==> src/design/rria_pkg.sv <==
package rria_pkg;

  // Identifier space and map geometry
  localparam int unsigned IdSpace = 256;
  localparam int unsigned IdW     = 8;
  localparam int unsigned WordW   = 32;
  localparam int unsigned BitW    = $clog2(WordW);
  localparam int unsigned Rows    = IdSpace / WordW;
  localparam int unsigned RowW    = $clog2(Rows);
  localparam logic [IdW-1:0] IdMax = IdW'(IdSpace - 1);

  typedef enum logic {
    OpAlloc = 1'b0,
    OpFree  = 1'b1
  } op_e;

  typedef enum logic {
    RegRangeLow  = 1'b0,
    RegRangeHigh = 1'b1
  } reg_idx_e;

  typedef struct packed {
    logic           operation;
    logic [IdW-1:0] target_id;
  } in_t;

  typedef struct packed {
    logic           success;
    logic [IdW-1:0] granted_id;
    logic           out_of_range;
  } out_t;

  typedef enum logic [2:0] {
    StIdle,
    StDecide,
    StRead,
    StCheck,
    StDone
  } state_e;

  // Controller to datapath
  typedef struct packed {
    logic capture;
    logic start;
    logic rd_en;
    logic next_row;
    logic next_phase;
    logic commit;
    logic set_fail;
    logic set_oor;
    logic load_out;
  } cmd_t;

  // Datapath to controller
  typedef struct packed {
    logic is_free;
    logic in_range;
    logic range_empty;
    logic hit;
    logic last_row;
    logic phase1;
  } status_t;

endpackage

==> src/design/rria_ctrl.sv <==
module rria_ctrl (
  input  logic              clk_i,
  input  logic              rst_ni,
  input  logic              in_valid_i,
  output logic              in_ready_o,
  output logic              out_valid_o,
  input  logic              out_ready_i,
  input  rria_pkg::status_t sts_i,
  output rria_pkg::cmd_t    cmd_o
);
  import rria_pkg::*;

  state_e state_q, state_d;
  logic   out_valid_q, out_valid_d;

  always_ff @(posedge clk_i or negedge rst_ni) begin
    if (!rst_ni) begin
      state_q     <= StIdle;
      out_valid_q <= 1'b0;
    end else begin
      state_q     <= state_d;
      out_valid_q <= out_valid_d;
    end
  end

  always_comb begin
    state_d = state_q;
    cmd_o   = '0;
    unique case (state_q)
      StIdle: begin
        if (in_valid_i) begin
          cmd_o.capture = 1'b1;
          state_d       = StDecide;
        end
      end
      StDecide: begin
        priority if (sts_i.is_free && !sts_i.in_range) begin
          cmd_o.set_oor = 1'b1;
          state_d       = StDone;
        end else if (!sts_i.is_free && sts_i.range_empty) begin
          cmd_o.set_fail = 1'b1;
          state_d        = StDone;
        end else begin
          cmd_o.start = 1'b1;
          state_d     = StRead;
        end
      end
      StRead: begin
        cmd_o.rd_en = 1'b1;
        state_d     = StCheck;
      end
      StCheck: begin
        priority if (sts_i.is_free || sts_i.hit) begin
          cmd_o.commit = 1'b1;
          state_d      = StDone;
        end else if (!sts_i.last_row) begin
          cmd_o.next_row = 1'b1;
          state_d        = StRead;
        end else if (!sts_i.phase1) begin
          // wrap to the bottom of the range
          cmd_o.next_phase = 1'b1;
          state_d          = StRead;
        end else begin
          cmd_o.set_fail = 1'b1;
          state_d        = StDone;
        end
      end
      StDone: begin
        if (!out_valid_q || out_ready_i) begin
          cmd_o.load_out = 1'b1;
          state_d        = StIdle;
        end
      end
      default: state_d = StIdle;
    endcase
  end

  assign out_valid_d = cmd_o.load_out ? 1'b1 : (out_valid_q && !out_ready_i);
  assign out_valid_o = out_valid_q;
  assign in_ready_o  = (state_q == StIdle);

endmodule

==> src/design/rria_dp.sv <==
module rria_dp (
  input  logic                        clk_i,
  input  logic                        rst_ni,
  input  rria_pkg::in_t               in_data_i,
  output rria_pkg::out_t              out_data_o,
  input  logic                        cfg_we_i,
  input  logic                        cfg_idx_i,
  input  logic [rria_pkg::IdW-1:0]    cfg_wdata_i,
  input  rria_pkg::cmd_t              cmd_i,
  output rria_pkg::status_t           sts_o
);
  import rria_pkg::*;

  logic [IdW-1:0]   low_q, high_q, cursor_q;
  logic [Rows-1:0]  row_vld_q;
  logic [WordW-1:0] mem_q [Rows];
  logic [WordW-1:0] rd_q;
  logic             op_q;
  logic [IdW-1:0]   tid_q;
  logic [RowW-1:0]  row_q;
  logic             phase_q;
  out_t             res_q, out_q;

  logic [IdW-1:0]   top, scan_lo, grant;
  logic [WordW-1:0] init_mask, scan_mask, eff, cand, wdata;
  logic [BitW-1:0]  bidx, bsel;
  logic             tid_in_range, hit;

  assign top          = (high_q > IdMax) ? IdMax : high_q;
  assign tid_in_range = (tid_q >= low_q) && (tid_q <= top);
  assign scan_lo      = phase_q ? low_q : cursor_q;

  // Row contents after a clear, and the window searched in this phase
  always_comb begin
    logic [IdW-1:0] id_v;
    init_mask = '0;
    scan_mask = '0;
    for (int b = 0; b < WordW; b++) begin
      id_v         = {row_q, BitW'(b)};
      init_mask[b] = (id_v >= low_q) && (id_v <= top);
      scan_mask[b] = (id_v >= scan_lo) && (id_v <= top);
    end
  end

  assign eff  = row_vld_q[row_q] ? rd_q : init_mask;
  assign cand = eff & scan_mask;
  assign hit  = |cand;

  // Lowest set bit wins
  always_comb begin
    bidx = '0;
    for (int b = WordW - 1; b >= 0; b--) begin
      if (cand[b]) begin
        bidx = BitW'(b);
      end
    end
  end

  assign bsel  = (op_q == OpFree) ? tid_q[BitW-1:0] : bidx;
  assign grant = {row_q, bidx};

  always_comb begin
    wdata       = eff;
    wdata[bsel] = (op_q == OpFree);
  end

  assign sts_o.is_free     = (op_q == OpFree);
  assign sts_o.in_range    = tid_in_range;
  assign sts_o.range_empty = (low_q > top);
  assign sts_o.hit         = hit;
  assign sts_o.last_row    = (row_q == top[IdW-1:BitW]);
  assign sts_o.phase1      = phase_q;

  // Map storage: one row read or written per cycle
  always_ff @(posedge clk_i) begin
    if (cmd_i.commit) begin
      mem_q[row_q] <= wdata;
    end
    if (cmd_i.rd_en) begin
      rd_q <= mem_q[row_q];
    end
  end

  always_ff @(posedge clk_i or negedge rst_ni) begin
    if (!rst_ni) begin
      low_q     <= '0;
      high_q    <= IdMax;
      cursor_q  <= '0;
      row_vld_q <= '0;
    end else if (cfg_we_i) begin
      // any range write frees the whole map and parks the cursor at the bottom
      row_vld_q <= '0;
      unique case (reg_idx_e'(cfg_idx_i))
        RegRangeLow: begin
          low_q    <= cfg_wdata_i;
          cursor_q <= cfg_wdata_i;
        end
        RegRangeHigh: begin
          high_q   <= cfg_wdata_i;
          cursor_q <= low_q;
        end
        default: ;
      endcase
    end else if (cmd_i.commit) begin
      row_vld_q[row_q] <= 1'b1;
      if (op_q == OpAlloc) begin
        cursor_q <= (grant < top) ? grant + 1'b1 : low_q;
      end
    end
  end

  always_ff @(posedge clk_i) begin
    if (cmd_i.capture) begin
      op_q  <= in_data_i.operation;
      tid_q <= in_data_i.target_id;
    end
    if (cmd_i.start) begin
      row_q   <= (op_q == OpFree) ? tid_q[IdW-1:BitW] : cursor_q[IdW-1:BitW];
      phase_q <= 1'b0;
    end else if (cmd_i.next_row) begin
      row_q <= row_q + 1'b1;
    end else if (cmd_i.next_phase) begin
      row_q   <= low_q[IdW-1:BitW];
      phase_q <= 1'b1;
    end
    priority if (cmd_i.set_oor) begin
      res_q <= '{success: 1'b0, granted_id: '0, out_of_range: 1'b1};
    end else if (cmd_i.set_fail) begin
      res_q <= '{success: 1'b0, granted_id: '0, out_of_range: 1'b0};
    end else if (cmd_i.commit) begin
      if (op_q == OpFree) begin
        res_q <= '{success: !eff[bsel], granted_id: '0, out_of_range: 1'b0};
      end else begin
        res_q <= '{success: 1'b1, granted_id: grant, out_of_range: 1'b0};
      end
    end else begin
      res_q <= res_q;
    end
    if (cmd_i.load_out) begin
      out_q <= res_q;
    end
  end

  assign out_data_o = out_q;

endmodule

==> src/design/round_robin_id_allocator.sv <==
// A free reads and rewrites the 32-bit map row of its id, or skips the read if out of range;
// an allocate visits 32-bit map rows (one memory read and one check each) from the cursor
// up to the top of the range, then wraps to the bottom, at most across all 8 rows twice,
// and skips the search when the range is empty.
// One item in flight; the next beat is taken the cycle after the result is registered.
// Reset: range 0..255, every id free, cursor at 0; a range write frees the map at once.
module round_robin_id_allocator (
  input  logic                     clk_i,
  input  logic                     rst_ni,
  input  logic                     in_valid_i,
  output logic                     in_ready_o,
  input  rria_pkg::in_t            in_data_i,
  output logic                     out_valid_o,
  input  logic                     out_ready_i,
  output rria_pkg::out_t           out_data_o,
  input  logic                     cfg_we_i,
  input  logic                     cfg_idx_i,
  input  logic [rria_pkg::IdW-1:0] cfg_wdata_i
);
  import rria_pkg::*;

  cmd_t    cmd;
  status_t sts;

  rria_ctrl u_ctrl (
    .clk_i       (clk_i),
    .rst_ni      (rst_ni),
    .in_valid_i  (in_valid_i),
    .in_ready_o  (in_ready_o),
    .out_valid_o (out_valid_o),
    .out_ready_i (out_ready_i),
    .sts_i       (sts),
    .cmd_o       (cmd)
  );

  rria_dp u_dp (
    .clk_i       (clk_i),
    .rst_ni      (rst_ni),
    .in_data_i   (in_data_i),
    .out_data_o  (out_data_o),
    .cfg_we_i    (cfg_we_i),
    .cfg_idx_i   (cfg_idx_i),
    .cfg_wdata_i (cfg_wdata_i),
    .cmd_i       (cmd),
    .sts_o       (sts)
  );

endmodule
==> config.mk <==
export PLATFORM = sky130hd
export DESIGN_NAME = round_robin_id_allocator
export DESIGN_NICKNAME = d
export VERILOG_FILES = /design/src/design/rria_pkg.sv /design/src/design/rria_ctrl.sv /design/src/design/rria_dp.sv /design/src/design/round_robin_id_allocator.sv
export SDC_FILE = /design/constraint.sdc
export NUM_CORES = 1
export LEC_CHECK = 0
export BUFFER_PORTS_ARGS = -buffer_cell sky130_fd_sc_hd__buf_2
export CELL_PAD_IN_SITES_DETAIL_PLACEMENT = 0
export CELL_PAD_IN_SITES_GLOBAL_PLACEMENT = 1
export CORE_MARGIN = 5
export CORE_UTILIZATION = 40
export DETAILED_ROUTE_END_ITERATION = 16
export GPL_TIMING_DRIVEN = 0
export PLACE_DENSITY_LB_ADDON = 0.1
export SLEW_MARGIN = 40
export SYNTH_ARGS = -nofsm -noshare
export SYNTH_HDL_FRONTEND = slang
export SYNTH_HIERARCHICAL = 1
export SYNTH_SLANG_ARGS = --single-unit
==> constraint.sdc <==
create_clock -name clk_i -period 6.54 [get_ports clk_i]
set_input_delay 1.635 -clock clk_i [delete_from_list [all_inputs] [get_ports clk_i]]
set_output_delay 1.635 -clock clk_i [all_outputs]
set_load 0.1 [all_outputs]
==> flow_summary_export.csv <==
group,metric,value,unit
power,vdd_drop_max,0.264,mV
routing,routedWlPerCell,29.3,um
global_routing,grt_max_degree,37,
global_routing,antenna_found_initial,0,
critical_path,r2r_setup_slack,0.22,ns
place,dpl.hpwl,48700,um
power,cellPowerDensity,461,nW/um2
global_routing,grt_overflow,0,
die,num_rows,78,
synthesis,syn_nets,1513,
run_status,status,"finished, final reports clean",
place,io_buffer_count,32,
critical_path,path_class,"reg -> reg",
routing,vias_per_cell,6.15,
routing,detail_route.wirelength,64000,um
critical_path,reg2regPathDepth,20,
synthesis,seq_area_frac_synth,0.563,
routing,final_antenna_net_count,0,
critical_path,startpoint,"u_dp/phase_q$_SDFFE_PP0P_",
die,die_area,50700,um2
cts,hold_buffers,0,
critical_path,cp.arrival,6.70,ns
die,initial_core_util,0.407,
global_routing,grtUsageTotal,0.250,
cts,cts.htree.levels,2,
synthesis,synthFlopType,"edfxtp_1",
critical_path,worstSetupStartpointType,"flip-flop",
die,core_area,45600,um2
layout,n_antenna_cell,0,
synthesis,synthCells,1448,
routing,num_vias,13400,
synthesis,muxShareOfSynthArea,0.129,
synthesis,synth_xor_area_frac,0.00331,
synthesis,ys_ff_latch,357,
critical_path,endpoint,"u_dp/res_q[9]$_SDFFE_PP0P_",
synthesis,synth-simple-area-share,0.103,
synthesis,syn_area,18500,um2
synthesis,synth_edf_count,310,
synthesis,synth_top_family_by_area,"compound AO/OA/AOI/OAI gates",
timing,slew_headroom,0.392,
critical_path,worstReg2RegEnd,"u_dp/res_q[9]$_SDFFE_PP0P_",
critical_path,required,6.92,ns
cts,cts_tree,"yes",
die,die_h,225,um
timing,hold_violations,0,
cts,worstSkewPairLatency,0.56,ns
synthesis,async_flop_share,0.101,
routing,drtPass1Iterations,6,
timing,setup_violations,0,
critical_path,r2r_start,"u_dp/phase_q$_SDFFE_PP0P_",
power,p_leak,7.37,nW
timing,fin_skew,0.0278,ns
layout,drive_gt1_frac,0.246,
layout,area_delta_synth_final,16.7,%
critical_path,critPathCaptureType,"flip-flop",
synthesis,synth-adder-area-share,0.0284,
timing,fin_crit_sh,0.966,
global_routing,grt_pass1_wl,92900,um
cts,cts_sinks,357,
place,gp_congestion,0.974,
synthesis,yosysUniqueCellTypes,96,
cts,clock-root-buffer,"clkbuf_16",
timing,timing_worst_slew_pin_value,0.906,ns
routing,drc,0,
timing,hold-worst-slack,0.434,ns
die,die_w,225,um
die,io-pin-count,35,
global_routing,grt_pass1_vias,13300,
timing,report.final.slew_viol_count,0,
timing,fmax,158,MHz
power,power,9.96,mW
layout,fin_nets,1619,
timing,min_period,6.32,ns
synthesis,yosysWarnings,6,
synthesis,synth-compound-area-share,0.142,
job,maxCapViolCount,0,
hold_path,hold_class,"reg -> reg",
cts,clockBufferDepth,3,
cts,cts_buffers,39,
critical_path,crit_path_max_fanout,10,
synthesis,avgSynthCellArea,12.8,um2
routing,drt_iter0_markers,1249,
cts,clk_pin_slew,0.06,ns
-- worst max-delay path, cell delays in order, from the launching register on --
cell	delay, ns
dfxtp_1	0.42
buf_2	0.24
buf_2	0.26
clkbuf_4	0.30
mux2i_1	0.27
ha_1	0.32
a21oi_1	0.22
nand2_2	0.18
clkbuf_2	0.25
nor3_1	0.44
a211oi_2	0.12
nor4_2	0.40
o31ai_1	0.13
a31oi_1	0.42
o21ai_2	0.15
buf_4	0.16
o221ai_1	0.66
o32ai_1	0.16
and3_1	0.23
a2111oi_1	0.52
a31oi_1	0.27
-- state kept, by name, indices dropped and copies added (netlist names) --
| signal | cells |
|---|---|
| u_dp/mem_q | 256 |
| u_dp/res_q | 10 |
| u_dp/tid_q | 8 |
| u_dp/cursor_q | 8 |
| u_dp/high_q | 8 |
| u_dp/low_q | 8 |
| u_dp/row_vld_q | 8 |
| u_ctrl/state_q | 3 |
| u_dp/rd_q | 32 |
| u_dp/phase_q | 1 |
| u_dp/row_q | 3 |
| u_dp/op_q | 1 |
| u_dp/out_data_o | 10 |
| u_ctrl/out_valid_o | 1 |
-- Yosys cell counts (all sizes together) (24+ instances only) --
library cell,count,area (um2)
o31ai,30,230
ha,42,526
edfxtp,310,9310
clkbuf,54,203
nor2,136,510
a211oi,36,280
mux4,67,1510
a21oi,95,483
mux2,57,642
nor3,40,211
nand2,81,304
mux2i,24,240
inv,36,135
nand3,26,130
o21ai,53,269
buf,38,206
a31oi,27,169
dfrtp,28,701
-- cells by family (layout without fill, tap and decap cells) --
logic type,count (synthesis),count (layout)
compound gates,376,376
xor+xnor,7,7
fa+ha+maj,42,42
buf+inv,131,267
flops,357,357
mux,148,148
simple gates,387,387
-- final cells by class --
type | instances | area (um2)
Fill cell | 4103 | 24000
Inverter | 39 | 146
Buffer | 91 | 435
Clock buffer | 55 | 1100
Clock inverter | 16 | 133
Multi-Input combinational cell | 960 | 7970
Timing Repair Buffer | 66 | 649
Tap cell | 600 | 751
Sequential cell | 357 | 10400
-- cells in the final DEF (no fill, tap or decap), types with 20 or more instances in the layout --
cell       synthesis  routed
a211oi_1          34      20
a21oi_1           93      91
buf_2             15      56
clkbuf_1          54      53
clkbuf_16          0      39
dfrtp_1           28      28
edfxtp_1         310     310
ha_1              42      42
inv_1             34      34
mux2_2            55      55
mux2i_1           24      24
mux4_2            67      67
nand2_1           81      80
nand3_1           26      25
nor2_1           136     124
nor3_1            39      35
o21ai_0           44      44
o31ai_1           29      29
-- metal layers --
metal  vias to the layer above  wire, um  global-route usage
met2                       476     30200               0.407
met1                      6872     27400               0.342
met4                         0      2790              0.0943
met3                       124      3600              0.0365
li1                       5962         -                   -
met5                         -         0                   0
-- stage by stage --
step / std cells / TNS [ns] / setup WS (ns) / utilization / area [um2]
2_1_floorplan: 1448 / 0 / 0.655 / - / 18500
3_3_place_gp: 2080 / -1246.44 / -3.60 / 0.427 / 19400
3_5_place_dp: 2106 / -302.37 / -0.984 / 0.439 / 20000
4_1_cts: 2178 / 0 / 0.000862 / 0.468 / 21400
5_1_grt: 2184 / -0.161 / -0.0369 / 0.474 / 21600
6_report: 2184 / 0 / 0.225 / 0.474 / 21600
-- report_power, final --
group / switching [mW] / internal, mW
Clock: 0.898 / 1.22
Combinational: 3.17 / 1.44
Sequential: 0.149 / 3.08
-- timing repair --
| action | 4_1_cts | 5_1_grt |
|---|---|---|
| setup endpoints to repair | 538 | 436 |
| resized for setup | 21 | 46 |
| pin swaps | 0 | 2 |
| buffers inserted | 1 | 7 |
-- how the worst min path moves through the flow --
stage / depth (start not counted) / slack, ns / from / endpoint
6_report: 0 / 0.43 / u_dp/res_q[0]$_SDFFE_PP1P_ / u_dp/out_data_o[0]$_DFFE_PP_
2_1_floorplan: 0 / 0.41 / u_dp/res_q[1]$_SDFFE_PP0P_ / u_dp/out_data_o[1]$_DFFE_PP_
4_1_cts: 0 / 0.43 / u_dp/res_q[7]$_SDFFE_PP0P_ / u_dp/out_data_o[7]$_DFFE_PP_
3_5_place_dp: 0 / 0.42 / u_dp/res_q[7]$_SDFFE_PP0P_ / u_dp/out_data_o[7]$_DFFE_PP_
3_3_place_gp: 0 / 0.42 / u_dp/res_q[2]$_SDFFE_PP0P_ / u_dp/out_data_o[2]$_DFFE_PP_
5_1_grt: 0 / 0.44 / u_dp/res_q[0]$_SDFFE_PP1P_ / u_dp/out_data_o[0]$_DFFE_PP_
(Power assumes the default switching activity.)
